`src/sv/sbs_pkg.sv`:
```
// Shared types and constants for the select/blend s-curve unit.
// No dependencies; imported by every other file of the block.
`timescale 1ns / 1ps

package sbs_pkg;

  // Sample and register widths
  localparam int SAMPLE_W  = 16;
  localparam int FALL_W    = 14;
  localparam int CFG_IDX_W = 2;

  // Register indexes on the configuration port
  localparam logic [CFG_IDX_W-1:0] REG_LOWER   = 2'd0;
  localparam logic [CFG_IDX_W-1:0] REG_UPPER   = 2'd1;
  localparam logic [CFG_IDX_W-1:0] REG_FALLOFF = 2'd2;

  // Register reset values
  localparam logic signed [SAMPLE_W-1:0] LOWER_RST   = SAMPLE_W'(-4096);
  localparam logic signed [SAMPLE_W-1:0] UPPER_RST   = SAMPLE_W'(4096);
  localparam logic [FALL_W-1:0]          FALLOFF_RST = '0;

  // Edge arithmetic is wide enough that bound +/- falloff never wraps
  localparam int EDGE_W = ((SAMPLE_W > FALL_W) ? SAMPLE_W : FALL_W) + 2;

  // Blend distance and divisor (2 * falloff) widths
  localparam int NUM_W = FALL_W + 1;

  // Normalized distance a is unsigned Q16; weight is Q16 in [0, 1]
  localparam int A_W        = 16;
  localparam int W_W        = A_W + 1;
  localparam int DIV_STEP   = 2;
  localparam int DIV_STAGES = A_W / DIV_STEP;

  // Region select codes
  typedef logic [1:0] sel_t;
  localparam sel_t SEL_A      = 2'd0;
  localparam sel_t SEL_B      = 2'd1;
  localparam sel_t SEL_BLD_LO = 2'd2;
  localparam sel_t SEL_BLD_HI = 2'd3;

  // Request as it enters the pipe
  typedef struct packed {
    logic                       valid;
    logic signed [SAMPLE_W-1:0] control;
    logic signed [SAMPLE_W-1:0] src_a;
    logic signed [SAMPLE_W-1:0] src_b;
    logic                       last;
  } in_item_t;

  // Request after region decode: blend runs from x toward y; plain picks use x
  typedef struct packed {
    logic                       valid;
    sel_t                       sel;
    logic signed [SAMPLE_W-1:0] x;
    logic signed [SAMPLE_W-1:0] y;
    logic                       last;
  } item_t;

endpackage

```
`src/sv/sbs_region.sv`:
```
// Region decode stage: classifies the control sample against the band edges.
// Depends on sbs_pkg.
`timescale 1ns / 1ps

module sbs_region import sbs_pkg::*; (
  input  logic                       clk,
  input  logic                       rst,
  input  logic signed [SAMPLE_W-1:0] band_lo,
  input  logic signed [SAMPLE_W-1:0] band_hi,
  input  logic [FALL_W-1:0]          edge_falloff,
  input  in_item_t                   in_item,
  output item_t                      out_item,
  output logic [NUM_W-1:0]           out_num
);

  logic signed [EDGE_W-1:0] lo_m;
  logic signed [EDGE_W-1:0] lo_p;
  logic signed [EDGE_W-1:0] hi_m;
  logic signed [EDGE_W-1:0] hi_p;
  logic signed [EDGE_W-1:0] lo_ext;
  logic signed [EDGE_W-1:0] hi_ext;
  logic signed [EDGE_W-1:0] f_ext;
  logic                     hard;

  logic signed [EDGE_W-1:0] c_ext;
  logic signed [EDGE_W-1:0] blend_dist;
  item_t                    item_next;
  logic [NUM_W-1:0]         num_next;

  // Precompute the band edges; registers must only change while idle, the block does not enforce it
  assign lo_ext = EDGE_W'(band_lo);
  assign hi_ext = EDGE_W'(band_hi);
  assign f_ext  = $signed(EDGE_W'(edge_falloff));

  always_ff @(posedge clk) begin
    lo_m <= lo_ext - f_ext;
    lo_p <= lo_ext + f_ext;
    hi_m <= hi_ext - f_ext;
    hi_p <= hi_ext + f_ext;
    hard <= (edge_falloff == '0);
  end

  // Pick the region, the blend endpoints and the distance into the blend
  always_comb begin
    c_ext          = EDGE_W'(in_item.control);
    blend_dist     = '0;
    item_next      = '0;
    item_next.valid = in_item.valid;
    item_next.last  = in_item.last;
    item_next.sel   = SEL_A;
    item_next.x     = in_item.src_a;
    item_next.y     = in_item.src_b;
    if (hard) begin
      if (c_ext < lo_ext || c_ext > hi_ext) begin
        item_next.sel = SEL_A;
        item_next.x   = in_item.src_a;
      end else begin
        item_next.sel = SEL_B;
        item_next.x   = in_item.src_b;
      end
    end else if (c_ext < lo_m) begin
      item_next.sel = SEL_A;
      item_next.x   = in_item.src_a;
    end else if (c_ext < lo_p) begin
      item_next.sel = SEL_BLD_LO;
      item_next.x   = in_item.src_a;
      item_next.y   = in_item.src_b;
      blend_dist    = c_ext - lo_m;
    end else if (c_ext < hi_m) begin
      item_next.sel = SEL_B;
      item_next.x   = in_item.src_b;
    end else if (c_ext < hi_p) begin
      item_next.sel = SEL_BLD_HI;
      item_next.x   = in_item.src_b;
      item_next.y   = in_item.src_a;
      blend_dist    = c_ext - hi_m;
    end else begin
      item_next.sel = SEL_A;
      item_next.x   = in_item.src_a;
    end
    // Distance lies in [0, 2 * falloff) inside a blend region
    num_next = blend_dist[NUM_W-1:0];
  end

  // Advance the stage
  always_ff @(posedge clk) begin
    if (rst) begin
      out_item.valid <= 1'b0;
    end else begin
      out_item.valid <= item_next.valid;
    end
    out_item.sel  <= item_next.sel;
    out_item.x    <= item_next.x;
    out_item.y    <= item_next.y;
    out_item.last <= item_next.last;
    out_num       <= num_next;
  end

endmodule

```
`config.mk`:
```
export PLATFORM = sky130hd
export DESIGN_NAME = sbs_region
export DESIGN_NICKNAME = d
export VERILOG_FILES = /design/src/sv/sbs_pkg.sv /design/src/sv/sbs_region.sv
export SDC_FILE = /design/constraint.sdc
export NUM_CORES = 1
export LEC_CHECK = 0
export BUFFER_PORTS_ARGS = -buffer_cell sky130_fd_sc_hd__buf_2
export CORE_UTILIZATION = 40
export CTS_CLUSTER_SIZE = 28
export DETAILED_ROUTE_END_ITERATION = 8
export SKIP_LAST_GASP = 1
export SYNTH_ARGS = -nofsm -noshare
export SYNTH_HDL_FRONTEND = slang
export SYNTH_SLANG_ARGS = --single-unit
```
`constraint.sdc`:
```
create_clock -name clk -period 2.93 [get_ports clk]
set_input_delay 0.586 -clock clk [delete_from_list [all_inputs] [get_ports clk]]
set_output_delay 0.586 -clock clk [all_outputs]
set_load 0.1 [all_outputs]
```
* Word-level counts from Yosys, hierarchy flattened
Index checks and enable logic that the tools add are counted.
Word-level totals: input bits 98, register bits after elaboration 120, latch bits 0, output and inout bits 51, memories kept 0, memory bits (read-only) 0, word-level logic and storage cells 39, bits in writable memories 0
Operators by class: eq/ne operators 0, muxes and demuxes 13, bitwise gates (word level) 0, multiply operators 0, shifts and indexed selects 0, reduce and logical (&&, ||, !) cells 3, $add $sub $neg 6, order comparisons 6, div/mod/pow operators 0
Operators with widths (count):
- 18-bit 2-to-1 mux | 4
- 16-bit by 17-bit less-than comparator with 1-bit output | 4
- 16-bit 2-to-1 mux | 4
- 15-bit 2-to-1 mux | 3
- 16-bit by 15-bit adder with 17-bit output | 2
- 34-bit 2-to-1 mux | 1
- 16-bit by 15-bit subtractor with 17-bit output | 2
- 15-bit subtractor | 2
- 17-bit 2-to-1 mux | 1
- 16-bit greater-than comparator | 1
- 16-bit less-than comparator | 1
- 14-bit logical NOT | 1
- 2-bit OR reduction | 1
- 1-bit logical OR | 1

* Longest topological paths before layout
depth in word-level cells 6, mapped depth 12, depth with buffers taken out 12

* Worst setup path after synthesis
Ideal clock, no wire load.
path type input -> register, start point input port in_item[47] (netlist bit), end point register out_item[24] (netlist bit), path slack 0.007 ns, stages on the path 9, path buffers 1, arrival 2.802 ns, required time 2.809 ns, cells stage by stage ha_1 a21o_1 a2111o_1 a22o_1 a31oi_4 nor2_4 a21oi_4 buf_12 mux2_4
RTL lines:
- start, declared | RTL line sbs_region.sv:11 | input in_item_t in_item,
- end, declared | RTL line sbs_region.sv:12 | output item_t out_item,

* Worst setup path in the final report
start point register hi_p[7], end point register out_num[4]
Between the ends: longest elaborated chain between the ends 4
RTL lines:
- start, declared | RTL line sbs_region.sv:19 | logic signed [EDGE_W-1:0] hi_p;
- start signal, assigned | RTL line sbs_region.sv:39 | hi_p <= hi_ext + f_ext;
- 16-bit by 17-bit less-than comparator with 1-bit output | RTL line sbs_region.sv:72 | end else if (c_ext < hi_p) begin
- 15-bit 2-to-1 mux | RTL line sbs_region.sv:72
- 15-bit 2-to-1 mux | RTL line sbs_region.sv:69 | end else if (c_ext < hi_m) begin
- 15-bit 2-to-1 mux | RTL line sbs_region.sv:64 | end else if (c_ext < lo_p) begin
- end signal, assigned | RTL line sbs_region.sv:96 | out_num <= num_next;
- end, declared | RTL line sbs_region.sv:13 | output logic [NUM_W-1:0] out_num
No other way between the ends. A chain may end at the register's enable or synchronous reset.

==> flow_summary.ini <==
[outcome]
outcome = finished clean

[floorplanning]
die_x_um = 149
die-area_mm2 = 0.0222
num_io_pins = 149
placementRows = 53
coreArea_mm2 = 0.0211
die_y_um = 149
initial_core_util = 0.410

[worst_hold_path]
whs_path_depth = 1
worst_hold_startpoint = in_item[0]
holdPathEnd = out_item[0]$_DFF_P_
hp-class = in2reg

[routing]
drc = 0
detail-route-antenna-nets = 0
wl_per_cell_um = 14.7
first_pass_iters = 5
vias_per_cell = 4.92
drt_wl_total_um = 22800
vias = 7619
drt-initial-drc-count = 278

[logic_synthesis]
synthArstFlopShare = 0
syn_area_mm2 = 0.00865
ys_ff_latch = 118
seq_area_frac_synth = 0.273
synth_enable_flop_cells = 0
synth.avg_cell_area_um2 = 8.86
synth.distinct_cells = 60
yosysWarnings = 0
synthesis.nets = 1233
syn_inst = 976
synthFlopType = dfxtp_1

[placement]
place_hpwl_um = 19600
dp_cells = 1517
io_buffers = 148
place_ws_ns = -0.263
place_area_mm2 = 0.0107
place.gp.congestion = 0.874

[global_routing]
antenna_found_initial = 0
grt_max_degree = 18
grt_overflow = 0
grt_pass1_wl_um = 36400
grt_pass1_vias = 7588
track_usage = 0.213

[worst_setup_path]
reg2reg_slack_ns = 0.13
regToRegStartpoint = hi_p[7]$_DFF_P_
endpoint_kind = flip-flop
crit_type = reg2reg
required_ns = 3.26
r2r-end = out_num[4]$_SDFF_PP0_
startpoint_type = flip-flop
reg2regPathDepth = 11
crit_arrival_ns = 3.13
setup.worst_path.start = hi_p[7]$_DFF_P_
cp_cell_sequence = inv_1, ha_1, a211o_1, nor3_1, nor3_1, a211o_1, nand2_1, nand3_2, buf_4, or4_1, a21oi_1
worstPathMaxFanout = 7
crit_path_max_incr_delay_ns = 0.51
slowest_stage = or4_1

[clocking]
cts_root_buf = clkbuf_16
tritoncts = built
cts_resized = 0
path_clk_slew_ns = 0.06
htree_num_levels = 4
cts.hold.buffers_added = 0
postCtsSetupRepairBufs = 0
cts_max_path_buffers = 2
clk_latency_ns = 0.41
cts_made_buffers = 17
clkSinkCount = 118

[sta]
finalSetupViolations = 0
max_freq_mhz = 358
slew_violations = 0
worstMarginPinSlew_ns = 0.477
worst_slack_ns = 0.135
rsz0062_at_grt = false
post-route-min-period_ns = 2.80
timing.final.crit_share = 0.954
finalHoldViolCount = 0
fin_skew_ns = 0.0122
relSlewSlack = 0.674

[pwr]
leakagePower_nw = 5.88
power.total_w = 0.00827
power_density_mw_per_mm2 = 734
vdd_ir_drop_max_mv = 0.381

[cells_and_area]
postLayoutCellArea_mm2 = 0.0113
area_growth_pct = 30.2
antenna_cells = 0
fill_cells = 1988
post_route_cells_drive_above_1_share = 0.274
fin_cells = 1549
final_net_count = 1518

[job]
max_cap_violations = 0
## cell type report
class,instances,area [um2],area share
clock buffer,19,453,0.0402
clock inverter,13,121,0.0108
inverter,155,582,0.0517
multi-input combinational,693,5640,0.501
sequential,118,2360,0.210
tap,275,344,0.0306
timing repair buffer,276,1750,0.156
## where the power goes
group | leakage [nW] | switching [W] | internal (W)
clock network | 0.268 | 0.000792 | 0.00122
logic | 4.62 | 0.00279 | 0.00140
registers | 0.993 | 0.0000908 | 0.00198
total | 5.88 | 0.00367 | 0.00460
## state kept, by name, summed over array words and instances, names as in the netlist
signal / flops
lo_m: 16
hi_p: 17
hi_m: 16
out_num: 15
lo_p: 17
out_item: 36
hard: 1
## through the flow
| step | hold WS (ns) | util | TNS (ns) |
|---|---|---|---|
| 4_1_cts | 0.266 | 0.534 | 0 |
| 2_1_floorplan | 0.492 | - | 0 |
| 6_report | 0.282 | 0.534 | 0 |
| 3_3_place_gp | 0.537 | 0.506 | -7.21 |
| 3_5_place_dp | 0.546 | 0.506 | -7.96 |
| 5_1_grt | 0.260 | 0.534 | 0 |
## synthesized netlist by cell type, types with 5 or more instances
library cell,count,share of area
inv_1,155,0.067
ha_1,153,0.22
dfxtp_1,118,0.27
xnor2_1,60,0.061
nor2_1,59,0.026
a21oi_1,56,0.032
o21ai_0,36,0.021
nand2_1,31,0.013
a21o_1,25,0.022
nor2b_1,25,0.018
mux2_2,23,0.030
nor3_1,22,0.013
o21a_1,18,0.016
a211oi_1,14,0.012
xor2_1,13,0.013
and3_1,12,0.0087
or3_1,12,0.0087
nand2b_1,11,0.0080
a31oi_1,10,0.0072
mux2_4,9,0.016
nand3_1,9,0.0052
o21bai_1,9,0.0078
a22o_1,7,0.0071
clkbuf_1,7,0.0030
nand4_1,7,0.0051
fa_1,6,0.014
o211ai_1,6,0.0052
a221oi_1,5,0.0051
## critical path, delay by kind of cell, from the launching register on
family,cells,cell delay (ns)
simple gates,5,1.15
compound gates,3,0.75
flops,1,0.31
fa+ha+maj,1,0.29
buf+inv,2,0.23
## layout by cell type (no fill, tap or decap), drive strengths merged, types with 14 or more instances in the layout
| cell | count |
|---|---|
| ha | 153 |
| a21oi | 57 |
| o21a | 18 |
| o21ai | 38 |
| a21o | 25 |
| nor2b | 25 |
| nor3 | 23 |
| xnor2 | 60 |
| dfxtp | 118 |
| a211oi | 14 |
| nor2 | 60 |
| inv | 158 |
| clkbuf | 19 |
| mux2 | 32 |
| nand2 | 31 |
| buf | 276 |
## worst max path at each step
stage                                 end  depth (start not counted)  slack, ns
floorplan            out_item[24]$_DFF_P_                          9      0.007
global placement      out_item[4]$_DFF_P_                         11      -0.23
detailed placement   out_item[10]$_DFF_P_                         11      -0.26
CTS                   out_item[8]$_DFF_P_                         11       0.12
global route         out_item[10]$_DFF_P_                         11       0.01
finish              out_num[4]$_SDFF_PP0_                         11       0.13
## kinds of logic (layout without fill, tap and decap cells)
logic type | after synthesis | count (layout) | share of synthesized area
buf+inv | 165 | 463 | 0.0744
mux | 32 | 32 | 0.0456
simple gates | 209 | 209 | 0.125
flops | 118 | 118 | 0.273
fa+ha+maj | 159 | 159 | 0.235
xor+xnor | 73 | 73 | 0.0740
compound gates | 220 | 220 | 0.172
## metal layers
layer,GRT usage,wire length [um],vias to the layer above
met5,0,0,-
met4,0.0633,338,0
met3,0.0315,1040,19
met2,0.362,10500,184
met1,0.276,10900,3473
li1,-,-,3943
Power figures use the tool's default switching activity.
