**config.mk**
```make
export PLATFORM = sky130hd
export DESIGN_NAME = sbs_blend
export DESIGN_NICKNAME = d
export VERILOG_FILES = /design/src/sv/sbs_pkg.sv /design/src/sv/sbs_blend.sv
export SDC_FILE = /design/constraint.sdc
export NUM_CORES = 2
export LEC_CHECK = 0
export BUFFER_PORTS_ARGS = -buffer_cell sky130_fd_sc_hd__buf_2
export CAP_MARGIN = 20
export CORE_UTILIZATION = 37
export CTS_CLUSTER_DIAMETER = 30
export DETAILED_ROUTE_END_ITERATION = 7
export PLACE_DENSITY = 0.64
export SYNTH_ARGS = -nofsm -noshare
export SYNTH_HDL_FRONTEND = slang
export SYNTH_SLANG_ARGS = --single-unit
```
**constraint.sdc**
```tcl
create_clock -name clk -period 7.9 [get_ports clk]
set_input_delay 1.58 -clock clk [delete_from_list [all_inputs] [get_ports clk]]
set_output_delay 1.58 -clock clk [all_outputs]
set_load 0.02 [all_outputs]
```
**src/sv/sbs_pkg.sv**
```systemverilog
// Shared types and constants for the select/blend s-curve unit.
// No dependencies; imported by every other file of the block.
`timescale 1ns / 1ps

package sbs_pkg;

  // Sample and register widths
  localparam int SAMPLE_W  = 16;
  localparam int FALL_W    = 14;
  localparam int CFG_IDX_W = 2;

  // Register indexes on the configuration port
  localparam logic [CFG_IDX_W-1:0] REG_LOWER   = 2'd0;
  localparam logic [CFG_IDX_W-1:0] REG_UPPER   = 2'd1;
  localparam logic [CFG_IDX_W-1:0] REG_FALLOFF = 2'd2;

  // Register reset values
  localparam logic signed [SAMPLE_W-1:0] LOWER_RST   = SAMPLE_W'(-4096);
  localparam logic signed [SAMPLE_W-1:0] UPPER_RST   = SAMPLE_W'(4096);
  localparam logic [FALL_W-1:0]          FALLOFF_RST = '0;

  // Edge arithmetic is wide enough that bound +/- falloff never wraps
  localparam int EDGE_W = ((SAMPLE_W > FALL_W) ? SAMPLE_W : FALL_W) + 2;

  // Blend distance and divisor (2 * falloff) widths
  localparam int NUM_W = FALL_W + 1;

  // Normalized distance a is unsigned Q16; weight is Q16 in [0, 1]
  localparam int A_W        = 16;
  localparam int W_W        = A_W + 1;
  localparam int DIV_STEP   = 2;
  localparam int DIV_STAGES = A_W / DIV_STEP;

  // Region select codes
  typedef logic [1:0] sel_t;
  localparam sel_t SEL_A      = 2'd0;
  localparam sel_t SEL_B      = 2'd1;
  localparam sel_t SEL_BLD_LO = 2'd2;
  localparam sel_t SEL_BLD_HI = 2'd3;

  // Request as it enters the pipe
  typedef struct packed {
    logic                       valid;
    logic signed [SAMPLE_W-1:0] control;
    logic signed [SAMPLE_W-1:0] src_a;
    logic signed [SAMPLE_W-1:0] src_b;
    logic                       last;
  } in_item_t;

  // Request after region decode: blend runs from x toward y; plain picks use x
  typedef struct packed {
    logic                       valid;
    sel_t                       sel;
    logic signed [SAMPLE_W-1:0] x;
    logic signed [SAMPLE_W-1:0] y;
    logic                       last;
  } item_t;

endpackage

```
**src/sv/sbs_blend.sv**
```systemverilog
// S-curve weight and blend stages with output register.
// w = a*a*(3-2a) in Q16, result = x + round((y-x)*w), saturated. Depends on sbs_pkg.
`timescale 1ns / 1ps

module sbs_blend import sbs_pkg::*; (
  input  logic                       clk,
  input  logic                       rst,
  input  item_t                      in_item,
  input  logic [A_W-1:0]             in_a,
  output logic                       done,
  output logic signed [SAMPLE_W-1:0] blended_value,
  output logic                       frame_end_out
);

  localparam int T_W  = A_W + 2;
  localparam int SQ_W = 2 * A_W;
  localparam int PR_W = SQ_W + T_W;
  localparam int D_W  = SAMPLE_W + 1;
  localparam int P_W  = D_W + W_W + 1;
  localparam int R_W  = P_W + 1;

  localparam logic [T_W-1:0]        THREE  = T_W'(3) << A_W;
  localparam logic [W_W-1:0]        W_ONE  = W_W'(1) << A_W;
  localparam logic signed [R_W-1:0] HALF   = R_W'(1) << (A_W - 1);
  localparam logic signed [R_W-1:0] R_MAX  = R_W'((longint'(1) <<< (SAMPLE_W - 1)) - 1);
  localparam logic signed [R_W-1:0] R_MIN  = R_W'(-(longint'(1) <<< (SAMPLE_W - 1)));

  item_t               sq_item;
  logic [SQ_W-1:0]     sq;
  logic [T_W-1:0]      tfac;
  item_t               w_item;
  logic [W_W-1:0]      weight;
  item_t               p_item;
  logic signed [P_W-1:0] prod_p;

  logic [PR_W-1:0]     prod_w;
  logic [T_W-1:0]      w_raw;
  logic [W_W-1:0]      w_next;
  logic signed [D_W-1:0] diff;
  logic signed [P_W-1:0] p_next;
  logic signed [R_W-1:0] rnd;
  logic signed [R_W-1:0] sum;
  logic signed [SAMPLE_W-1:0] out_next;

  // Square a and form 3 - 2a
  always_ff @(posedge clk) begin
    if (rst) begin
      sq_item.valid <= 1'b0;
    end else begin
      sq_item.valid <= in_item.valid;
    end
    sq_item.sel  <= in_item.sel;
    sq_item.x    <= in_item.x;
    sq_item.y    <= in_item.y;
    sq_item.last <= in_item.last;
    sq           <= SQ_W'(in_a) * SQ_W'(in_a);
    tfac         <= THREE - T_W'({in_a, 1'b0});
  end

  // Weight = (a^2 * (3 - 2a)) >> 32, clamped to one
  always_comb begin
    prod_w = PR_W'(sq) * PR_W'(tfac);
    w_raw  = prod_w[PR_W-1:SQ_W];
    if (w_raw > T_W'(W_ONE)) begin
      w_next = W_ONE;
    end else begin
      w_next = w_raw[W_W-1:0];
    end
  end

  always_ff @(posedge clk) begin
    if (rst) begin
      w_item.valid <= 1'b0;
    end else begin
      w_item.valid <= sq_item.valid;
    end
    w_item.sel  <= sq_item.sel;
    w_item.x    <= sq_item.x;
    w_item.y    <= sq_item.y;
    w_item.last <= sq_item.last;
    weight      <= w_next;
  end

  // Scale the endpoint difference by the weight
  always_comb begin
    diff   = D_W'(w_item.y) - D_W'(w_item.x);
    p_next = P_W'(diff) * $signed(P_W'(weight));
  end

  always_ff @(posedge clk) begin
    if (rst) begin
      p_item.valid <= 1'b0;
    end else begin
      p_item.valid <= w_item.valid;
    end
    p_item.sel  <= w_item.sel;
    p_item.x    <= w_item.x;
    p_item.y    <= w_item.y;
    p_item.last <= w_item.last;
    prod_p      <= p_next;
  end

  // Round to nearest (ties up), add to x, saturate; plain picks pass x
  always_comb begin
    rnd = (R_W'(prod_p) + HALF) >>> A_W;
    sum = rnd + R_W'(p_item.x);
    case (p_item.sel)
      SEL_BLD_LO, SEL_BLD_HI: begin
        if (sum > R_MAX) begin
          out_next = R_MAX[SAMPLE_W-1:0];
        end else if (sum < R_MIN) begin
          out_next = R_MIN[SAMPLE_W-1:0];
        end else begin
          out_next = sum[SAMPLE_W-1:0];
        end
      end
      default: begin
        out_next = p_item.x;
      end
    endcase
  end

  // Output register
  always_ff @(posedge clk) begin
    if (rst) begin
      done <= 1'b0;
    end else begin
      done <= p_item.valid;
    end
    blended_value <= out_next;
    frame_end_out <= p_item.last;
  end

endmodule

```
-- Yosys cells after proc, flatten, opt, wreduce, memory -nomap -nowiden
Cells that the tools add are included.
- register bits: 212
- input port bits: 54
- output and inout port bits: 18
- logic and storage cells: 37
- add/subtract/negate cells: 4
- multipliers: 3
- order comparisons: 3
- equality and inequality tests: 2
- multiplexer cells: 3
- reduce and logical (&&, ||, !) cells: 1
- operators with widths (operator ; count):
    32-bit by 18-bit multiplier with 50-bit output ; 1
    16-bit 2-to-1 mux ; 3
    35-bit by 17-bit adder with 36-bit output (second input constant) ; 1
    17-bit by 18-bit multiplier with 35-bit output ; 1
    16-bit by 16-bit multiplier with 32-bit output ; 1
    20-bit by 16-bit adder with 21-bit output ; 1
    21-bit by 16-bit > comparator with 1-bit output (second input constant) ; 1
    21-bit by 16-bit less-than comparator with 1-bit output (second input constant) ; 1
    18-bit by 17-bit > comparator with 1-bit output (second input constant) ; 1
    18-bit by 17-bit subtractor with 18-bit output (first input constant) ; 1
    16-bit by 16-bit subtractor with 17-bit output ; 1
    2-bit == test (second input constant) ; 2
    2-bit OR reduction ; 1

-- Depth between registers and ports, before layout
- word-level depth: 6
- depth in mapped cells: 34
- mapped depth without buffers: 34

-- Worst setup path after synthesis
No wires, ideal clock.
- path type: reg2reg
- from: register w_item[1] (netlist name)
- to: register prod_p[33]
- library setup time: 0.118 ns
- arrival: 7.641 ns
- required time: 7.782 ns
- path slack: 0.141 ns
- stages on the path, launching flop included: 34
- buffers on the path: 1
- clock period less this slack: 7.759 ns
- cell sequence: dfxtp_1 > inv_1 > ha_1 > fa_1 > nor2b_1 > o21ai_2 > a21boi_1 > o21a_1 > o21a_1 > o21ai_0 > nor2b_1 > xnor2_1 > clkbuf_1 > nand2_1 > fa_1 > inv_1 > fa_1 > inv_1 > fa_1 > inv_1 > fa_1 > fa_1 > inv_1 > fa_1 > inv_1 > ha_1 > nand4_1 > or2_2 > o211ai_2 > a311oi_2 > o41ai_2 > o21a_1 > nor2_1 > xnor2_1
- longest elaborated chain between the ends: 2
- RTL lines (what ; line ; RTL):
    start: declaration ; sbs_blend.sv:31 ; item_t w_item;
    16-bit by 16-bit subtractor with 17-bit output ; sbs_blend.sv:86 ; diff = D_W'(w_item.y) - D_W'(w_item.x);
    17-bit by 18-bit multiplier with 35-bit output ; sbs_blend.sv:87 ; p_next = P_W'(diff) * $signed(P_W'(weight));
    net p_next[33] ; sbs_blend.sv:40 ; logic signed [P_W-1:0] p_next;
    end signal: assignment ; sbs_blend.sv:100 ; prod_p <= p_next;
    end: declaration ; sbs_blend.sv:34 ; logic signed [P_W-1:0] prod_p;
The timed path passes the listed nets, and every way through them passes these cells.
A chain may end at the register's enable or synchronous reset.

-- Final worst setup path
- from: register w_item[1] (netlist name)
- to: register prod_p[34]
The elaborated chain is that of the path after synthesis.

==> impl_metrics.py <==
metrics = {
    "sta": {
        "min_period_ns": 7.705,
        "clock_skew_ns": 0.02622,
        "grt_setup_unrepaired": "yes",
        "timing.slew.headroom": 0.2605,
        "transition_time_at_the_pin_with_the_least_slew_margin_ns": 1.108,
        "final_count_of_negative_setup_slack_endpoints": 0,
        "timing.final.hold_violations": 0,
        "final_critical_path_share_of_the_clock_period": 0.9753,
        "drv_slew": 0,
        "fmax_mhz": 129.8,
    },
    "route": {
        "wl_mm": 100.4,
        "antenna_nets_post_route": 0,
        "drc_errors": 0,
        "wl_per_cell_um": 16.43,
        "drt_iter0_drc": 1644,
        "vias_per_cell": 4.942,
        "via_count": 30198,
        "first_pass_iters": 5,
    },
    "global_routing": {
        "antenna_found_initial": 0,
        "grt_use_total": 0.1871,
        "use_met2": 0.3153,
        "grt_first_pass_wirelength_mm": 166.6,
        "grt_start_max_net_pins": 32,
        "globalRouteMet3Util": 0.02951,
        "vias_in_the_first_global_route": 31832,
        "grt_overflow_total": 0,
        "global_route.peak_usage_layer": "met2",
        "groute.layer.met1.usage": 0.2491,
    },
    "floorplan": {
        "ioPinCount": 72,
        "placeableCoreArea_sq_um": 109200,
        "initial_core_util": 0.3738,
        "die_y_um": 334.1,
        "area_of_the_die_sq_um": 111600,
        "placement_rows": 121,
        "floorplan.die.width_um": 334.1,
    },
    "hold_path": {
        "holdCritPathClass": "flop to flop",
        "min_delay_path_depth": 0,
    },
    "placed_design": {
        "dp_hpwl_mm": 80.57,
        "place_area_sq_um": 43450,
        "gp_routability_congestion": 0.9072,
        "port_buffers": 70,
    },
    "synthesis": {
        "yosys.area.top_type_share": 0.4052,
        "synthDominantAreaCellType": "sky130_fd_sc_hd__fa_1",
        "ys_async_rst_share": 0,
        "ys_seq_area_frac": 0.09370,
        "synth_top_cells_by_area": "sky130_fd_sc_hd__fa_1, sky130_fd_sc_hd__ha_1, sky130_fd_sc_hd__inv_1, sky130_fd_sc_hd__dfxtp_1, sky130_fd_sc_hd__nand2_1",
        "average_size_of_a_mapped_cell_sq_um": 8.952,
        "post_synth_num_cell_types": 93,
        "syn-instance-count": 4558,
        "synth_enable_flop_cells": 0,
        "synth.cell_area_sq_um": 40810,
        "ys_ff_latch": 191,
        "yosys_synthesis_warning_count": 0,
        "postSynth.topFlopCell": "sky130_fd_sc_hd__dfxtp_1",
    },
    "critical_path": {
        "nature_of_the_critical_path_endpoint": "flop",
        "r2r_slack_ns": 0.20,
        "critPathRequiredTime_ns": 8.34,
        "cp_data_arrival_time_ns": 8.15,
        "max_stage_delay_ns": 0.57,
        "path_common_cell": "sky130_fd_sc_hd__fa_1",
        "critPathLaunchType": "flop",
        "crit_path_top_delay_cell": "sky130_fd_sc_hd__fa_1",
        "worst-r2r-cell-count": 33,
        "worstPathMaxFanout": 4,
        "path_class": "flop to flop",
    },
    "clocking": {
        "cts_hold_repair.buffers": 0,
        "clkSinkCount": 191,
        "number_of_buffers_created_by_cts": 17,
        "max-clock-path-buffers": 2,
        "cts_root_buffer": "sky130_fd_sc_hd__clkbuf_16",
        "cts_tree": "built",
        "htree_num_levels": 4,
        "worst_setup_hold_path_clk_slew_ns": 0.09,
        "clk_latency_ns": 0.52,
    },
    "layout": {
        "layout.filler_cells": 10810,
        "area_growth_syn_to_layout_pct": 9.101,
        "final_area_sq_um": 44520,
        "fraction_of_final_layout_cells_sized_beyond_drive_strength_1": 0.07682,
        "fin_nets": 5918,
        "most_common_cell_after_layout_fill_and_taps_aside": "sky130_fd_sc_hd__inv_1",
        "most_frequent_cells_in_the_layout": "sky130_fd_sc_hd__inv_1, sky130_fd_sc_hd__fa_1, sky130_fd_sc_hd__nand2_1",
        "antenna_cells": 0,
    },
    "status": {
        "status": "completed",
    },
    "flow_run": {
        "maxCapViolations": 0,
    },
}
layout make-up:
cell class,instances,area (sq um),area share
clock inverters,15,236.5,0.005312
flip-flops and latches,191,3831,0.08606
repair buffers,238,1684,0.03783
well taps,1476,1847,0.04148
clock buffers,17,425.4,0.009556
multi-input cells,3117,32530,0.7307
inverters,1056,3964,0.08904
synth_stat cells, types with 4 or more instances:
master,instances
sky130_fd_sc_hd__inv_1,1051
sky130_fd_sc_hd__fa_1,826
sky130_fd_sc_hd__nand2_1,576
sky130_fd_sc_hd__ha_1,417
sky130_fd_sc_hd__and2_1,318
sky130_fd_sc_hd__dfxtp_1,191
sky130_fd_sc_hd__clkbuf_1,185
sky130_fd_sc_hd__nor2_1,143
sky130_fd_sc_hd__nand3_1,107
sky130_fd_sc_hd__a21oi_1,101
sky130_fd_sc_hd__xnor2_1,86
sky130_fd_sc_hd__nor2b_1,55
sky130_fd_sc_hd__nor3_1,47
sky130_fd_sc_hd__o21ai_0,43
sky130_fd_sc_hd__a21o_1,37
sky130_fd_sc_hd__xor2_1,35
sky130_fd_sc_hd__and3_1,32
sky130_fd_sc_hd__o211ai_1,26
sky130_fd_sc_hd__a31oi_1,20
sky130_fd_sc_hd__nand4_1,17
sky130_fd_sc_hd__o31ai_1,16
sky130_fd_sc_hd__or3_1,15
sky130_fd_sc_hd__a221o_1,14
sky130_fd_sc_hd__o21a_1,11
sky130_fd_sc_hd__nand2b_1,10
sky130_fd_sc_hd__o31a_1,10
sky130_fd_sc_hd__a311oi_1,9
sky130_fd_sc_hd__o32ai_1,8
sky130_fd_sc_hd__a211oi_1,7
sky130_fd_sc_hd__nor4_1,7
sky130_fd_sc_hd__o21ai_1,7
sky130_fd_sc_hd__o21bai_1,7
sky130_fd_sc_hd__or2_2,7
sky130_fd_sc_hd__buf_2,6
sky130_fd_sc_hd__a221oi_1,5
sky130_fd_sc_hd__nor3_2,5
sky130_fd_sc_hd__o41ai_1,5
sky130_fd_sc_hd__a2111oi_0,4
sky130_fd_sc_hd__and4_1,4
sky130_fd_sc_hd__clkinv_1,4
layer usage:
metal	part of all wire	wire [um]
met1	0.44	44280
met2	0.47	47570
met3	0.060	6004
met4	0.025	2546
met5	0	0
stage by stage:
stage,setup slack [ns],std cells,hold WS [ns],utilization,TNS [ns]
global route,-0.1105,6110,0.3340,0.4078,-0.2979
global placement,-0.1673,6065,0.3099,0.3981,-0.8772
floorplan,0.1407,4562,0.3096,-,0
CTS,0.02843,6098,0.3267,0.4048,0
detailed placement,-0.2663,6065,0.3121,0.3981,-1.831
finish,0.1951,6110,0.3243,0.4078,0
registers in the layout, summed over array words and instances, names as in the netlist:
register and flops:
weight 17, frame_end_out 1, blended_value 16, w_item 35, tfac 16, done 1
prod_p 20, sq 31, sq_item 35, p_item 19
worst max-delay path: cells and delay by family (launching register included):
family	cells	cell delay, ns
XOR/XNOR	1	0.16
buffers and inverters	9	1.16
AO/OA/AOI/OAI	12	2.10
flip-flops	1	0.34
AND/OR/NAND/NOR	2	0.22
adder cells (fa/ha/maj)	9	3.64
path summary, 6_finish.rpt:
check / from / end
max: w_item[1]$_DFF_P_ / prod_p[34]$_DFF_P_
min reg2reg: sq_item[7]$_DFF_P_ / w_item[7]$_DFF_P_
min: sq_item[7]$_DFF_P_ / w_item[7]$_DFF_P_
max reg2reg: w_item[1]$_DFF_P_ / prod_p[34]$_DFF_P_
logic make-up after synthesis:
kind of cell    synth area share
simple gates              0.1609
buf+inv                   0.1162
fa+ha+maj                 0.5331
compound gates           0.06878
flops                    0.09371
xor+xnor                 0.02637
mux                    0.0007666
other cells            0.0001840
timing repair:
| action | 4_1_cts | 5_1_grt |
|---|---|---|
| gates resized for setup | 12 | 46 |
| gates cloned | 0 | 0 |
| buffers inserted | 1 | 11 |
| setup endpoints to repair | 12 | 13 |
| pin swaps | 4 | 20 |
Power is not shown: default switching activity piles up to over one toggle a cycle in this logic, so the estimate is an artifact.
