File: config.mk
export PLATFORM = sky130hd
export DESIGN_NAME = sbs_divider
export DESIGN_NICKNAME = d
export VERILOG_FILES = /design/src/sv/sbs_pkg.sv /design/src/sv/sbs_divider.sv
export SDC_FILE = /design/constraint.sdc
export NUM_CORES = 1
export LEC_CHECK = 0
export ABC_CLOCK_PERIOD_IN_PS = 7180
export BUFFER_PORTS_ARGS = -buffer_cell sky130_fd_sc_hd__buf_2
export CAP_MARGIN = 40
export CORE_MARGIN = 8
export CORE_UTILIZATION = 55
export DETAILED_ROUTE_END_ITERATION = 12
export GPL_ROUTABILITY_DRIVEN = 0
export PLACE_DENSITY = 0.85
export SLEW_MARGIN = 20
export SYNTH_ARGS = -nofsm -noshare
export SYNTH_HDL_FRONTEND = slang
export SYNTH_SLANG_ARGS = --single-unit
File: constraint.sdc
create_clock -name clk -period 7.18 [get_ports clk]
set_input_delay 0.359 -clock clk [delete_from_list [all_inputs] [get_ports clk]]
set_output_delay 0.359 -clock clk [all_outputs]
set_load 0.01 [all_outputs]
File: src/sv/sbs_pkg.sv
// Shared types and constants for the select/blend s-curve unit.
// No dependencies; imported by every other file of the block.
`timescale 1ns / 1ps

package sbs_pkg;

  // Sample and register widths
  localparam int SAMPLE_W  = 16;
  localparam int FALL_W    = 14;
  localparam int CFG_IDX_W = 2;

  // Register indexes on the configuration port
  localparam logic [CFG_IDX_W-1:0] REG_LOWER   = 2'd0;
  localparam logic [CFG_IDX_W-1:0] REG_UPPER   = 2'd1;
  localparam logic [CFG_IDX_W-1:0] REG_FALLOFF = 2'd2;

  // Register reset values
  localparam logic signed [SAMPLE_W-1:0] LOWER_RST   = SAMPLE_W'(-4096);
  localparam logic signed [SAMPLE_W-1:0] UPPER_RST   = SAMPLE_W'(4096);
  localparam logic [FALL_W-1:0]          FALLOFF_RST = '0;

  // Edge arithmetic is wide enough that bound +/- falloff never wraps
  localparam int EDGE_W = ((SAMPLE_W > FALL_W) ? SAMPLE_W : FALL_W) + 2;

  // Blend distance and divisor (2 * falloff) widths
  localparam int NUM_W = FALL_W + 1;

  // Normalized distance a is unsigned Q16; weight is Q16 in [0, 1]
  localparam int A_W        = 16;
  localparam int W_W        = A_W + 1;
  localparam int DIV_STEP   = 2;
  localparam int DIV_STAGES = A_W / DIV_STEP;

  // Region select codes
  typedef logic [1:0] sel_t;
  localparam sel_t SEL_A      = 2'd0;
  localparam sel_t SEL_B      = 2'd1;
  localparam sel_t SEL_BLD_LO = 2'd2;
  localparam sel_t SEL_BLD_HI = 2'd3;

  // Request as it enters the pipe
  typedef struct packed {
    logic                       valid;
    logic signed [SAMPLE_W-1:0] control;
    logic signed [SAMPLE_W-1:0] src_a;
    logic signed [SAMPLE_W-1:0] src_b;
    logic                       last;
  } in_item_t;

  // Request after region decode: blend runs from x toward y; plain picks use x
  typedef struct packed {
    logic                       valid;
    sel_t                       sel;
    logic signed [SAMPLE_W-1:0] x;
    logic signed [SAMPLE_W-1:0] y;
    logic                       last;
  } item_t;

endpackage

File: src/sv/sbs_divider.sv
// Pipelined restoring divider: a = floor(num * 2^16 / (2 * falloff)).
// Two quotient bits per stage. Depends on sbs_pkg.
`timescale 1ns / 1ps

module sbs_divider import sbs_pkg::*; (
  input  logic              clk,
  input  logic              rst,
  input  logic [FALL_W-1:0] edge_falloff,
  input  item_t             in_item,
  input  logic [NUM_W-1:0]  in_num,
  output item_t             out_item,
  output logic [A_W-1:0]    out_quo
);

  item_t            pipe [DIV_STAGES];
  logic [NUM_W-1:0] rem  [DIV_STAGES];
  logic [A_W-1:0]   quo  [DIV_STAGES];
  logic [NUM_W-1:0] den;

  // Divisor is twice the falloff
  assign den = {edge_falloff, 1'b0};

  for (genvar k = 0; k < DIV_STAGES; k++) begin : g_stage
    item_t            src_item;
    logic [NUM_W-1:0] src_rem;
    logic [A_W-1:0]   src_quo;
    logic [NUM_W-1:0] rem_next;
    logic [A_W-1:0]   quo_next;

    if (k == 0) begin : g_first
      assign src_item = in_item;
      assign src_rem  = in_num;
      assign src_quo  = '0;
    end else begin : g_rest
      assign src_item = pipe[k-1];
      assign src_rem  = rem[k-1];
      assign src_quo  = quo[k-1];
    end

    // Shift, compare and subtract once per quotient bit
    always_comb begin
      logic [NUM_W:0] r2;
      logic           qbit;
      rem_next = src_rem;
      quo_next = src_quo;
      for (int j = 0; j < DIV_STEP; j++) begin
        r2   = {rem_next, 1'b0};
        qbit = 1'b0;
        if (r2 >= {1'b0, den}) begin
          r2   = r2 - {1'b0, den};
          qbit = 1'b1;
        end
        rem_next = r2[NUM_W-1:0];
        quo_next = {quo_next[A_W-2:0], qbit};
      end
    end

    // Advance the stage
    always_ff @(posedge clk) begin
      if (rst) begin
        pipe[k].valid <= 1'b0;
      end else begin
        pipe[k].valid <= src_item.valid;
      end
      pipe[k].sel  <= src_item.sel;
      pipe[k].x    <= src_item.x;
      pipe[k].y    <= src_item.y;
      pipe[k].last <= src_item.last;
      rem[k]       <= rem_next;
      quo[k]       <= quo_next;
    end
  end

  assign out_item = pipe[DIV_STAGES-1];
  assign out_quo  = quo[DIV_STAGES-1];

endmodule

After elaboration in Yosys (flattened, before gate mapping). Memory sizes are Yosys's and may differ from the RTL's. Index checks and enable logic that the tools add are counted.

Flip-flop bits (word level): 0. Bits in writable memories: 536. Input port bits: 67. Output and inout bits: 52. Word-level logic and storage cells: 86. Memories: 3.

Memory list: pipe (words 8, bits a word 36, rd ports 8, clocked after memory_dff 0, write ports 8, RTL line sbs_divider.sv:15) `item_t pipe [DIV_STAGES];`; quo (words 8, bits a word 16, rd ports 8, clocked after memory_dff 0, write ports 8, RTL line sbs_divider.sv:17) `logic [A_W-1:0] quo [DIV_STAGES];`; rem (words 8, bits a word 15, rd ports 7, clocked after memory_dff 0, write ports 8, RTL line sbs_divider.sv:16) `logic [NUM_W-1:0] rem [DIV_STAGES];`.

Add/subtract/negate cells: 16. $lt $le $gt $ge: 16. Mux-type cells: 43. Bitwise logic cells: 8.

Operators with widths (number): greater-or-equal comparator 16 x 15 -> 1 bit (16); 2-to-1 mux 15 bit (16); subtractor 15 bit (16); 2-to-1 mux 1 bit (27); OR 1 bit (8).

Depth between registers and ports, before layout. Gate-level depths: netlist (run 1). An unclocked memory read counts as a cell.

Depth after elaboration: 5. Gate-level depth with buffers: 23. Mapped depth without buffers: 21.

Least setup slack after synthesis (run 1). Ideal clock, no wire load.

Kind: input port to flip-flop. Start: in edge_falloff[1]. End: mem rem[1][21] (netlist name). Setup time: 0.121 ns. Arrival time: 5.350 ns. Required time: 7.059 ns. Path slack: 1.709 ns. Stages on the path: 19. Buffers on the path: 2. Cells stage by stage: inv_1 -> ha_1 -> ha_1 -> nand4_1 -> nor3_1 -> a2111oi_0 -> o21ai_1 -> buf_2 -> and2_1 -> ha_1 -> a21o_1 -> a21o_1 -> a221oi_4 -> o31ai_1 -> o31a_1 -> o21ai_2 -> o2111ai_2 -> buf_6 -> mux2_4.

RTL lines: start, declared (RTL line sbs_divider.sv:8) `input logic [FALL_W-1:0] edge_falloff,`; end, declared (RTL line sbs_divider.sv:16).

==> summary.txt, run 1 <==
Drt
  • Met2 WL post-DR: 23930 um
  • Remaining DRCs: 0
  • Avg WL per Cell: 17.86 um
  • Routed WL: 48760 um
  • Max layer used: met4
  • Wl on met1: 18980 um
  • Met3 wire len: 3199 um
  • Via density: 5.720
  • DR vias: 15622
  • Detail Route Antenna Nets: 0
  • Pre-antenna DRT Iters: 8
  • Initial drt markers: 1140

Synth
  • Net Count, Synth: 2275
  • Synth cell count leaders: dfxtp_1 (458), ha_1 (217), a21oi_1 (148)
  • Post-synth EDFFs: 0
  • Register area share after synthesis: 0.4368
  • Yosys top cell by area: dfxtp_1
  • Cells after Synth: 1982
  • Post-Syn Area per Cell: 10.59 sq um
  • Ys Warns: 0
  • Synth Cell Area: 20990 sq um
  • Top FF cell, synth: dfxtp_1
  • Top post-synthesis cells by area: dfxtp_1 (44%), ha_1 (13%), xnor2_1 (5.3%)
  • Cell variety after synth: 90
  • #FFs+latches synth: 458
  • Count leader, synth: dfxtp_1
  • Post-synth top area share: 0.4368
  • Async set-reset flop share out of synthesis: 0

Timing
  • Clock skew: 0.02927 ns
  • Slew HR: 0.3596
  • Fin. max-slew vios: 0
  • Min cycle time layout: 5.463 ns
  • Fmax: 183.0 MHz
  • RSZ-0062 raised after global routing: no
  • Final Worst Setup Slack: 1.717 ns
  • Setup TNS: 0 ns
  • Fin. Hold Viols: 0
  • Period utilisation layout: 0.7609
  • Worst-Margin Slew: 0.9364 ns
  • # setup viols final: 0

Clocking
  • # Post-CTS Setup Buffers: 0
  • CTS max path bufs: 3
  • TritonCTS clock tree: built
  • Num Clock Sinks: 458
  • Clk root buf: clkbuf_16
  • Clock transition at path regs: 0.06 ns
  • Post-CTS Resized: 0
  • Hold-fix buffers, CTS: 35
  • H-tree levels: 2
  • TritonCTS buffer count: 45
  • Skew-Pair Late Insertion Delay: 0.59 ns

Floorplanning
  • Row count: 71
  • Top Ports: 119
  • Std-Cell Core Area: 37670 sq um
  • Initial Util: 0.5572
  • Area of the die: 44670 sq um
  • Die Y: 211.4 um
  • Die X: 211.4 um

Placement
  • Placed cell count: 2614
  • Post-DP HPWL: 35100 um
  • Post-Place Setup Slack: 1.216 ns
  • IO buf count: 118

Worst setup path
  • Worst path required time: 7.65 ns
  • Setup crit start kind: primary input
  • Worst path arrival time: 5.93 ns
  • Worst Path Class, Setup: in2reg
  • Crit path max fanout: 19
  • Crit end category: register

Global routing
  • Antenna violations before repair: 0
  • Largest net degree at the start of global routing: 34
  • Vias in the first global route: 15866
  • Gr ovfl total: 0
  • Global-route wire length before repair: 77940 um
  • All-layer global routing usage: 0.2130

Job
  • Max_cap viols: 0

Final layout
  • Layout cell share with drive strength beyond 1: 0.1689
  • Final non-filler cell total: 2731
  • Fillcell total: 2922
  • N_diodes: 0
  • Post-Route Utilization: 0.6435
  • Layout Nets: 2479
  • Area delta synth->final: 15.48%

Hold path
  • Hold WC Path Type: in2reg

Outcome
  • Outcome: finished, final reports clean
[worst paths after layout]
check / startpoint / to / slack [ns] / depth (start not counted)
min: in_item[35] / pipe[0][35] / 0.03 / 2
max: edge_falloff[1] / rem[2][25] / 1.72 / 18
min reg2reg: quo[0][49] / quo[1][3] / 0.31 / 0
max reg2reg: rem[2][2] / rem[2][25] / 1.85 / 15
[per-layer routing]
layer,GRT usage,vias to the layer above
met5,0,-
met4,0.1150,0
met3,0.04555,186
met2,0.3791,557
met1,0.2353,7326
li1,-,7553
[kinds of logic after synthesis]
family / share of synthesized area
AO/OA/AOI/OAI: 0.1564
flip-flops: 0.4368
AND/OR/NAND/NOR: 0.09878
adder cells (fa/ha/maj): 0.1379
XOR/XNOR: 0.06677
multiplexers: 0.08382
buffers and inverters: 0.01949
[layout by cell type, fill, tap and decap left out, types with 67 or more instances in the layout]
cell and instances:
nor2_1 136, nand2_1 69, ha_1 217, dfxtp_1 458
xnor2_1 126, buf_2 118, a21oi_1 148, a21o_1 67
mux2_2 97, o21ai_0 69
[through the flow]
step                      hold WS (ns)  instance area [sq um]
after floorplan                 0.3096                  20990
after global placement          0.3095                  22290
after detailed placement        0.3121                  22300
after CTS                     0.008198                  24230
after global routing           0.02156                  24240
final                          0.02995                  24240
[critical path: stages]
cell	delay, ns
buf_2	0.15
inv_1	0.25
buf_4	0.40
ha_1	0.22
nor2b_1	0.18
o31a_1	0.23
o21ai_1	0.10
and3_1	0.23
a22oi_2	0.74
mux2_2	0.46
ha_1	0.37
and4_1	0.27
and4_1	0.23
a2111oi_2	0.40
o21ai_1	0.23
nor4b_4	0.49
nor2_2	0.26
mux2_2	0.34
[sequential cells by signal, indices dropped and copies added, names as in the netlist]
signal,count
rem,98
quo,72
pipe,288
[layout make-up]
type,instances,area (sq um),area share
multi-input combinational,1431,11420,0.4711
sequential,458,9169,0.3783
clock buffer,61,1276,0.05266
timing repair buffer,185,1189,0.04904
tap,511,639.4,0.02638
clock inverter,20,302.8,0.01249
inverter,65,244.0,0.01007
Power of run 1 is not shown: default switching activity piles up to over one toggle a cycle in this logic, so the estimate is an artifact.
==> run 2: changes to the inputs <==
- ABC_CLOCK_PERIOD_IN_PS: 7180 -> 5000
- PLACE_DENSITY: 0.85 -> 0.88
- clock period: 7.18 -> 5 ns (I/O delays scaled with it)
==> summary.txt, run 2 (same netlist as run 1, synthesis figures left out) <==
Outcome
  • Outcome: finished, final reports clean (unchanged)

Global routing
  • Gr ovfl total: 0 (unchanged)
  • Antenna violations before repair: 0 (unchanged)
  • All-layer global routing usage: 0.2277 (was 0.2130)
  • Largest net degree at the start of global routing: 22 (was 34)
  • Global-route wire length before repair: 82730 um (was 77940 um)
  • Vias in the first global route: 16630 (was 15866)

Hold path
  • Hold WC Path Type: in2reg (unchanged)
  • Hold path depth: 3 (was 2)
  • Hold endpoint: rem[0][13] (was pipe[0][35])
  • Hold path start: in_num[11] (was in_item[35])

Worst setup path
  • Worst Path Class, Setup: reg2reg (was in2reg)
  • Reg-to-reg endpoint: rem[2][13] (was rem[2][25])
  • Max stage delay on crit path: 0.42 ns (was 0.74 ns)
  • Setup crit start kind: register (was primary input)
  • Crit path max fanout: 15 (was 19)
  • R2R cell count: 18 (was 15)
  • Crit-path cells: fa_1 > a21o_1 > a21oi_1 > o21ai_0 > o41ai_1 > buf_4 > o21bai_1 > a21oi_1 > xnor2_1 > mux2_2 > ha_1 > and4_1 > a221o_1 > a21oi_1 > o21ai_1 > a221oi_2 > o21ai_2 > mux2_1 (was buf_2 > inv_1 > buf_4 > ha_1 > nor2b_1 > o31a_1 > o21ai_1 > and3_1 > a22oi_2 > mux2_2 > ha_1 > and4_1 > and4_1 > a2111oi_2 > o21ai_1 > nor4b_4 > nor2_2 > mux2_2)
  • Worst path arrival time: 5.22 ns (was 5.93 ns)
  • Crit end category: register (unchanged)
  • Slowest CP cell: fa_1 (was a22oi_2)
  • Most used cell, CP: a21oi_1
  • R2R Setup Slk: 0.26 ns (was 1.85 ns)
  • Worst path required time: 5.47 ns (was 7.65 ns)
  • Worst r2r src: rem[1][16] (was rem[2][2])

Final layout
  • Top flop regs: pipe: 288 flops, rem: 98 flops, quo: 72 flops (unchanged)
  • Commonest cells after routing, fill and taps aside: dfxtp_1 (457), ha_1 (214), a21oi_1 (147) (was dfxtp_1 (458), ha_1 (217), a21oi_1 (148))
  • N_diodes: 0 (unchanged)
  • Biggest register: pipe (unchanged)
  • Post-Route Utilization: 0.6699 (was 0.6435)
  • Layout cell share with drive strength beyond 1: 0.2135 (was 0.1689)
  • Layout Nets: 2583 (was 2479)
  • Max reg flops: 288 (unchanged)
  • Most common cell after layout, fill and taps aside: dfxtp_1 (unchanged)
  • Area delta synth->final: 20.22% (was 15.48%)
  • Fillcell total: 2753 (was 2922)

Drt
  • DR vias: 16080 (was 15622)
  • Avg WL per Cell: 18.29 um (was 17.86 um)
  • Initial drt markers: 1164 (was 1140)
  • Pre-antenna DRT Iters: 5 (was 8)
  • Via density: 5.664 (was 5.720)
  • Routed WL: 51940 um (was 48760 um)
  • Detail Route Antenna Nets: 0 (unchanged)
  • Remaining DRCs: 0 (unchanged)

Clocking
  • Num Clock Sinks: 458 (unchanged)
  • Skew-Pair Late Insertion Delay: 0.59 ns (about the same)
  • H-tree levels: 2 (unchanged)
  • TritonCTS buffer count: 46 (was 45)
  • Clock transition at path regs: 0.07 ns (was 0.06 ns)
  • Clk root buf: clkbuf_16 (unchanged)
  • CTS max path bufs: 3 (unchanged)
  • TritonCTS clock tree: built (unchanged)

Timing
  • Period utilisation layout: 0.9488
  • Worst-Margin Slew: 0.8428 ns (was 0.9364 ns)
  • Fin. max-slew vios: 0 (unchanged)
  • Min cycle time layout: 4.744 ns
  • Fmax: 210.8 MHz
  • # setup viols final: 0 (unchanged)
  • Clock skew: 0.03566 ns (was 0.02927 ns)
  • Slew HR: 0.4381 (was 0.3596)
  • Fin. Hold Viols: 0 (unchanged)

Job
  • Max_cap viols: 0 (unchanged)

Placement
  • Post-DP HPWL: 37570 um (was 35100 um)
  • IO buf count: 118 (unchanged)

Floorplanning
  • Area of the die: 44670 sq um (unchanged)
  • Die Y: 211.4 um (unchanged)
  • Die X: 211.4 um (unchanged)
  • Std-Cell Core Area: 37670 sq um (unchanged)
  • Initial Util: 0.5572 (unchanged)
  • Top Ports: 119 (unchanged)
  • Row count: 71 (unchanged)
## run 2: what timing repair did
action                                 CTS  global route
buffers inserted                         0             3
resized for setup                        0             9
endpoints found under the hold margin   43             0
setup endpoints to repair                0            27
hold buffers                            38             0
## run 2: worst max-delay path by stage
stage / from / to / slack (ns) / cells after the start
after floorplan: edge_falloff[1] / rem[0][22] / -0.02 / 19
after global placement: edge_falloff[9] / rem[2][21] / -0.07 / 19
after detailed placement: edge_falloff[9] / rem[2][6] / -0.16 / 19
after CTS: rem[0][16] / rem[1][13] / 0.18 / 21
after global routing: rem[0][16] / rem[1][6] / -0.01 / 20
final: rem[1][16] / rem[2][13] / 0.26 / 18
## run 2: metrics by stage
stage	hold slack (ns)	TNS [ns]	setup WS (ns)	cells	area (sq um)
after global placement	0.3096	-0.2059	-0.06554	2711	23110
after CTS	0.01105	0	0.1756	2835	25160
after global routing	0.04822	-0.03211	-0.01439	2839	25230
after floorplan	0.2777	-0.1910	-0.02344	1982	21050
final	0.04807	0	0.2560	2839	25230
after detailed placement	0.3121	-3.768	-0.1607	2711	23110
## run 2: layout make-up
class	count	area [sq um]	area share
multi-input combinational	1432	11510	0.4563
inverter	65	247.7	0.009818
clock buffer	58	1296	0.05137
clock inverter	28	374.1	0.01483
tap	511	639.4	0.02534
sequential	458	9170	0.3634
timing repair buffer	287	1992	0.07894
## run 2: worst max-delay path, delay by kind of cell, from the launching register on
kind / cells / cell delay (ns)
flip-flops: 1 / 0.34
XOR/XNOR: 1 / 0.07
buffers and inverters: 1 / 0.20
multiplexers: 2 / 0.67
AND/OR/NAND/NOR: 1 / 0.25
AO/OA/AOI/OAI: 11 / 2.37
adder cells (fa/ha/maj): 2 / 0.74
## run 2: routing by layer
layer | share of wire | wire length [um] | track usage
met5 | 0 | 0 | 0
met4 | 0.053 | 2741 | 0.1289
met3 | 0.063 | 3261 | 0.04496
met2 | 0.50 | 25730 | 0.4004
met1 | 0.39 | 20210 | 0.2557
Power of run 2 is left out for the same reason.
==> run 3: changes to the inputs <==
==> constraint.sdc (replaced) <==
create_clock -name clk -period 5 [get_ports clk]
set_input_delay 1.5 -clock clk [delete_from_list [all_inputs] [get_ports clk]]
set_output_delay 1.5 -clock clk [all_outputs]
set_load 0.01 [all_outputs]
==> summary.txt, run 3 <==
Outcome
  • Outcome: did not finish (was finished, final reports clean)
  • Last stage: global routing
  • First error: [ERROR GRT-0232] Routing congestion too high. Check the congestion heatmap in the GUI.

Clocking
  • Num Clock Sinks: 458 (unchanged)
  • TritonCTS buffer count: 45 (was 46)
  • CTS max path bufs: 3 (unchanged)
  • H-tree levels: 2 (unchanged)
  • Hold-fix buffers, CTS: 0 (was 38)
  • Clk root buf: clkbuf_16 (unchanged)

Placement
  • Post-Place Setup Slack: -1.203 ns (was -0.1607 ns)
  • Post-DP HPWL: 44870 um (was 37570 um)
  • Placed cell count: 3163 (was 2711)
  • IO buf count: 118 (unchanged)
  • Placed Area: 26950 sq um (was 23110 sq um)

Synth
  • Post-synthesis mux area share: 0.08382 (unchanged)
  • Post-Syn Area per Cell: 10.59 sq um (unchanged)
  • Compound-cell area share of the yosys netlist: 0.1564 (unchanged)
  • Post-synth top area share: 0.4368 (unchanged)
  • Top FF cell, synth: dfxtp_1 (unchanged)
  • Top post-synthesis cells by area: dfxtp_1 (44%), ha_1 (13%), xnor2_1 (5.3%) (unchanged)
  • Post-synth EDFFs: 0 (unchanged)
  • Ys Warns: 0 (unchanged)
  • Synth Area in XOR/XNOR: 0.06677 (unchanged)
  • Count leader, synth: dfxtp_1 (unchanged)
  • Largest family of logic cells by synthesized area: compound AO/OA/AOI/OAI gates (unchanged)
  • Yosys top cell by area: dfxtp_1 (unchanged)
  • Synth Area in Simple Gates: 0.09878 (unchanged)
  • Net Count, Synth: 2275 (unchanged)
  • Async set-reset flop share out of synthesis: 0 (unchanged)
  • Synth cell count leaders: dfxtp_1 (458), ha_1 (217), a21oi_1 (148) (unchanged)
  • Cells after Synth: 1982 (unchanged)
  • Post-Synth Adder-Cell Area: 0.1379 (unchanged)
  • #FFs+latches synth: 458 (unchanged)
  • Cell variety after synth: 90 (unchanged)
  • Synth Cell Area: 20990 sq um (unchanged)
  • Register area share after synthesis: 0.4368 (unchanged)

Floorplanning
  • Top Ports: 119 (unchanged)
  • Die Y: 211.4 um (unchanged)
  • Die X: 211.4 um (unchanged)
  • Row count: 71 (unchanged)
  • Initial Util: 0.5572 (unchanged)

Global routing
  • Gr ovfl total: 185
  • All-layer global routing usage: 0.6043
  • Largest net degree at the start of global routing: 17

Timing
  • WEP type: register input
  • Worst endpoint, post-GRT repair: rem[0][26]$_DFF_P_/D
run 3: cell counts after synthesis:
Identical to the previous run, type by type.
run 3: cells by family after synthesis:
family	after synthesis
flops	458
compound gates	480
simple gates	413
buf+inv	93
xor+xnor	160
mux	152
fa+ha+maj	226
run 3: metal layers:
metal  track usage  overflow
met5        0.2044         2
met1        0.5787         3
met3        0.4902         1
met2        0.7631        99
met4        0.6012        80
run 3: timing repair:
action                     in CTS
pin swaps                     137
cloned                          7
gates resized for setup       280
setup endpoints to repair     106
buffers inserted              133
run 3: metrics by stage:
step | hold slack [ns] | TNS [ns]
3_3_place_gp | 0.3096 | -92.86
4_1_cts | 0.3083 | -39.43
2_1_floorplan | 0.3096 | -103.33
3_5_place_dp | 0.3121 | -107.88
==> run 4: changes to the inputs <==
- ABC_CLOCK_PERIOD_IN_PS: 5000 -> 6500
- CORE_UTILIZATION: 55 -> 40
- PLACE_DENSITY: 0.88 -> default
- PLACE_DENSITY_LB_ADDON: default -> 0.15
- clock period: 5 -> 6.5 ns (I/O delays scaled with it)
==> summary.txt, run 4 (same netlist as run 1, synthesis figures left out) <==
Final layout
  • N_diodes: 0
  • Area delta synth->final: 25.03%
  • Max reg flops: 288
  • Layout Nets: 2643
  • Top flop regs: pipe: 288 flops, rem: 98 flops, quo: 72 flops
  • Final non-filler cell total: 3077
  • Most common cell after layout, fill and taps aside: dfxtp_1
  • Biggest register: pipe
  • Commonest cells after routing, fill and taps aside: dfxtp_1 (458), buf_4 (215), ha_1 (204)
  • Layout cell share with drive strength beyond 1: 0.2570

Timing
  • Min cycle time layout: 6.116 ns
  • Worst-Margin Slew: 0.7976 ns
  • Fin. Hold Viols: 0
  • RSZ-0062 raised after global routing: no
  • Slew HR: 0.4682
  • Fin. max-slew vios: 0
  • Period utilisation layout: 0.9409
  • Clock skew: 0.04094 ns
  • # setup viols final: 0
  • Fmax: 163.5 MHz

Global routing
  • Grt peak-use layer: met2
  • Antenna violations before repair: 0
  • Met2 global-route usage: 0.2937
  • Largest net degree at the start of global routing: 18
  • Global-route wire length before repair: 81470 um
  • Met3 GRT Util: 0.03130
  • M1 GR Usage: 0.2008
  • Gr ovfl total: 0
  • Vias in the first global route: 15588
  • All-layer global routing usage: 0.1677

Clocking
  • Skew-Pair Late Insertion Delay: 0.61 ns
  • Post-CTS Resized: 0 (was 280)
  • TritonCTS clock tree: built
  • Clk root buf: clkbuf_16 (unchanged)
  • Clock transition at path regs: 0.06 ns
  • H-tree levels: 2 (unchanged)
  • TritonCTS buffer count: 48 (was 45)
  • # Post-CTS Setup Buffers: 0 (was 133)
  • Num Clock Sinks: 458 (unchanged)
  • CTS max path bufs: 3 (unchanged)
  • Hold-fix buffers, CTS: 0 (unchanged)

Worst setup path
  • Crit end category: register
  • Worst path arrival time: 6.59 ns
  • Setup crit start kind: primary input
  • Worst Path Class, Setup: in2reg
  • Worst path required time: 6.98 ns
  • R2R Setup Slk: 1.97 ns
  • Crit path max fanout: 15

Floorplanning
  • Std-Cell Core Area: 52240 sq um
  • Area of the die: 60060 sq um
  • Row count: 84 (was 71)
  • Die X: 245.1 um (was 211.4 um)
  • Top Ports: 119 (unchanged)
  • Initial Util: 0.4018 (was 0.5572)
  • Die Y: 245.1 um (was 211.4 um)

Hold path
  • Hold WC Path Type: reg2reg

Drt
  • Routed WL: 51320 um
  • Pre-antenna DRT Iters: 6
  • Via density: 5.046
  • DR vias: 15526
  • Initial drt markers: 680
  • Remaining DRCs: 0
  • Detail Route Antenna Nets: 0
  • Avg WL per Cell: 16.68 um

Placement
  • Placed cell count: 2987 (was 3163)
  • IO buf count: 118 (unchanged)
  • Post-DP HPWL: 39910 um (was 44870 um)

Outcome
  • Outcome: finished, final reports clean (was did not finish)

Job
  • Max_cap viols: 0
-- run 4: metal layers --
| layer | routed length [um] | part of all wire | vias up |
|---|---|---|---|
| li1 | - | - | 7904 |
| met1 | 22130 | 0.43 | 7177 |
| met2 | 24850 | 0.48 | 328 |
| met3 | 2437 | 0.047 | 117 |
| met4 | 1895 | 0.037 | 0 |
| met5 | 0 | 0 | - |
-- run 4: critical path, stage by stage --
cell,delay (ns)
buf_2,0.09
inv_1,0.21
ha_1,0.30
o21a_1,0.19
o211ai_1,0.21
a211oi_2,0.06
or3_1,0.39
a221oi_2,0.27
o21ai_2,0.18
mux2_2,0.33
ha_1,0.32
a21oi_1,0.21
a21oi_1,0.12
a311oi_2,0.39
nand2b_1,0.18
a31oi_1,0.13
nor4_1,0.26
a21oi_1,0.12
a21oi_4,0.15
buf_12,0.17
mux2_2,0.35
-- run 4: path summary, 6_finish.rpt --
check / cells past startpoint / end / start
setup / recovery: 21 / rem[0][4] / edge_falloff[7]
hold / removal: 0 / quo[1][63] / quo[1][45]
setup reg to reg: 18 / rem[2][6] / rem[1][16]
hold reg to reg: 0 / quo[1][63] / quo[1][45]
-- run 4: per-stage QoR --
stage               worst slack [ns]  TNS, ns  instance area (sq um)  hold slack (ns)    util
finish                        0.3842        0                  26240           0.2841  0.5024
global route                 0.08123        0                  26240           0.2954  0.5024
CTS                           0.4351        0                  26230           0.2782  0.5022
detailed placement           -0.1989   -4.045                  24500           0.3121  0.4690
global placement             -0.1661   -1.649                  24500           0.3095  0.4690
floorplan                    -0.1434   -3.691                  21400           0.3096       -
-- run 4: layout make-up --
type | count | area (sq um)
fillers | 4693 | 25990
multi-input cells | 1431 | 11780
flip-flops and latches | 458 | 9169
repair buffers | 346 | 2456
clock buffers | 68 | 1386
well taps | 688 | 860.8
clock inverters | 21 | 345.3
inverters | 65 | 247.7
Power of run 4 is left out for the same reason.
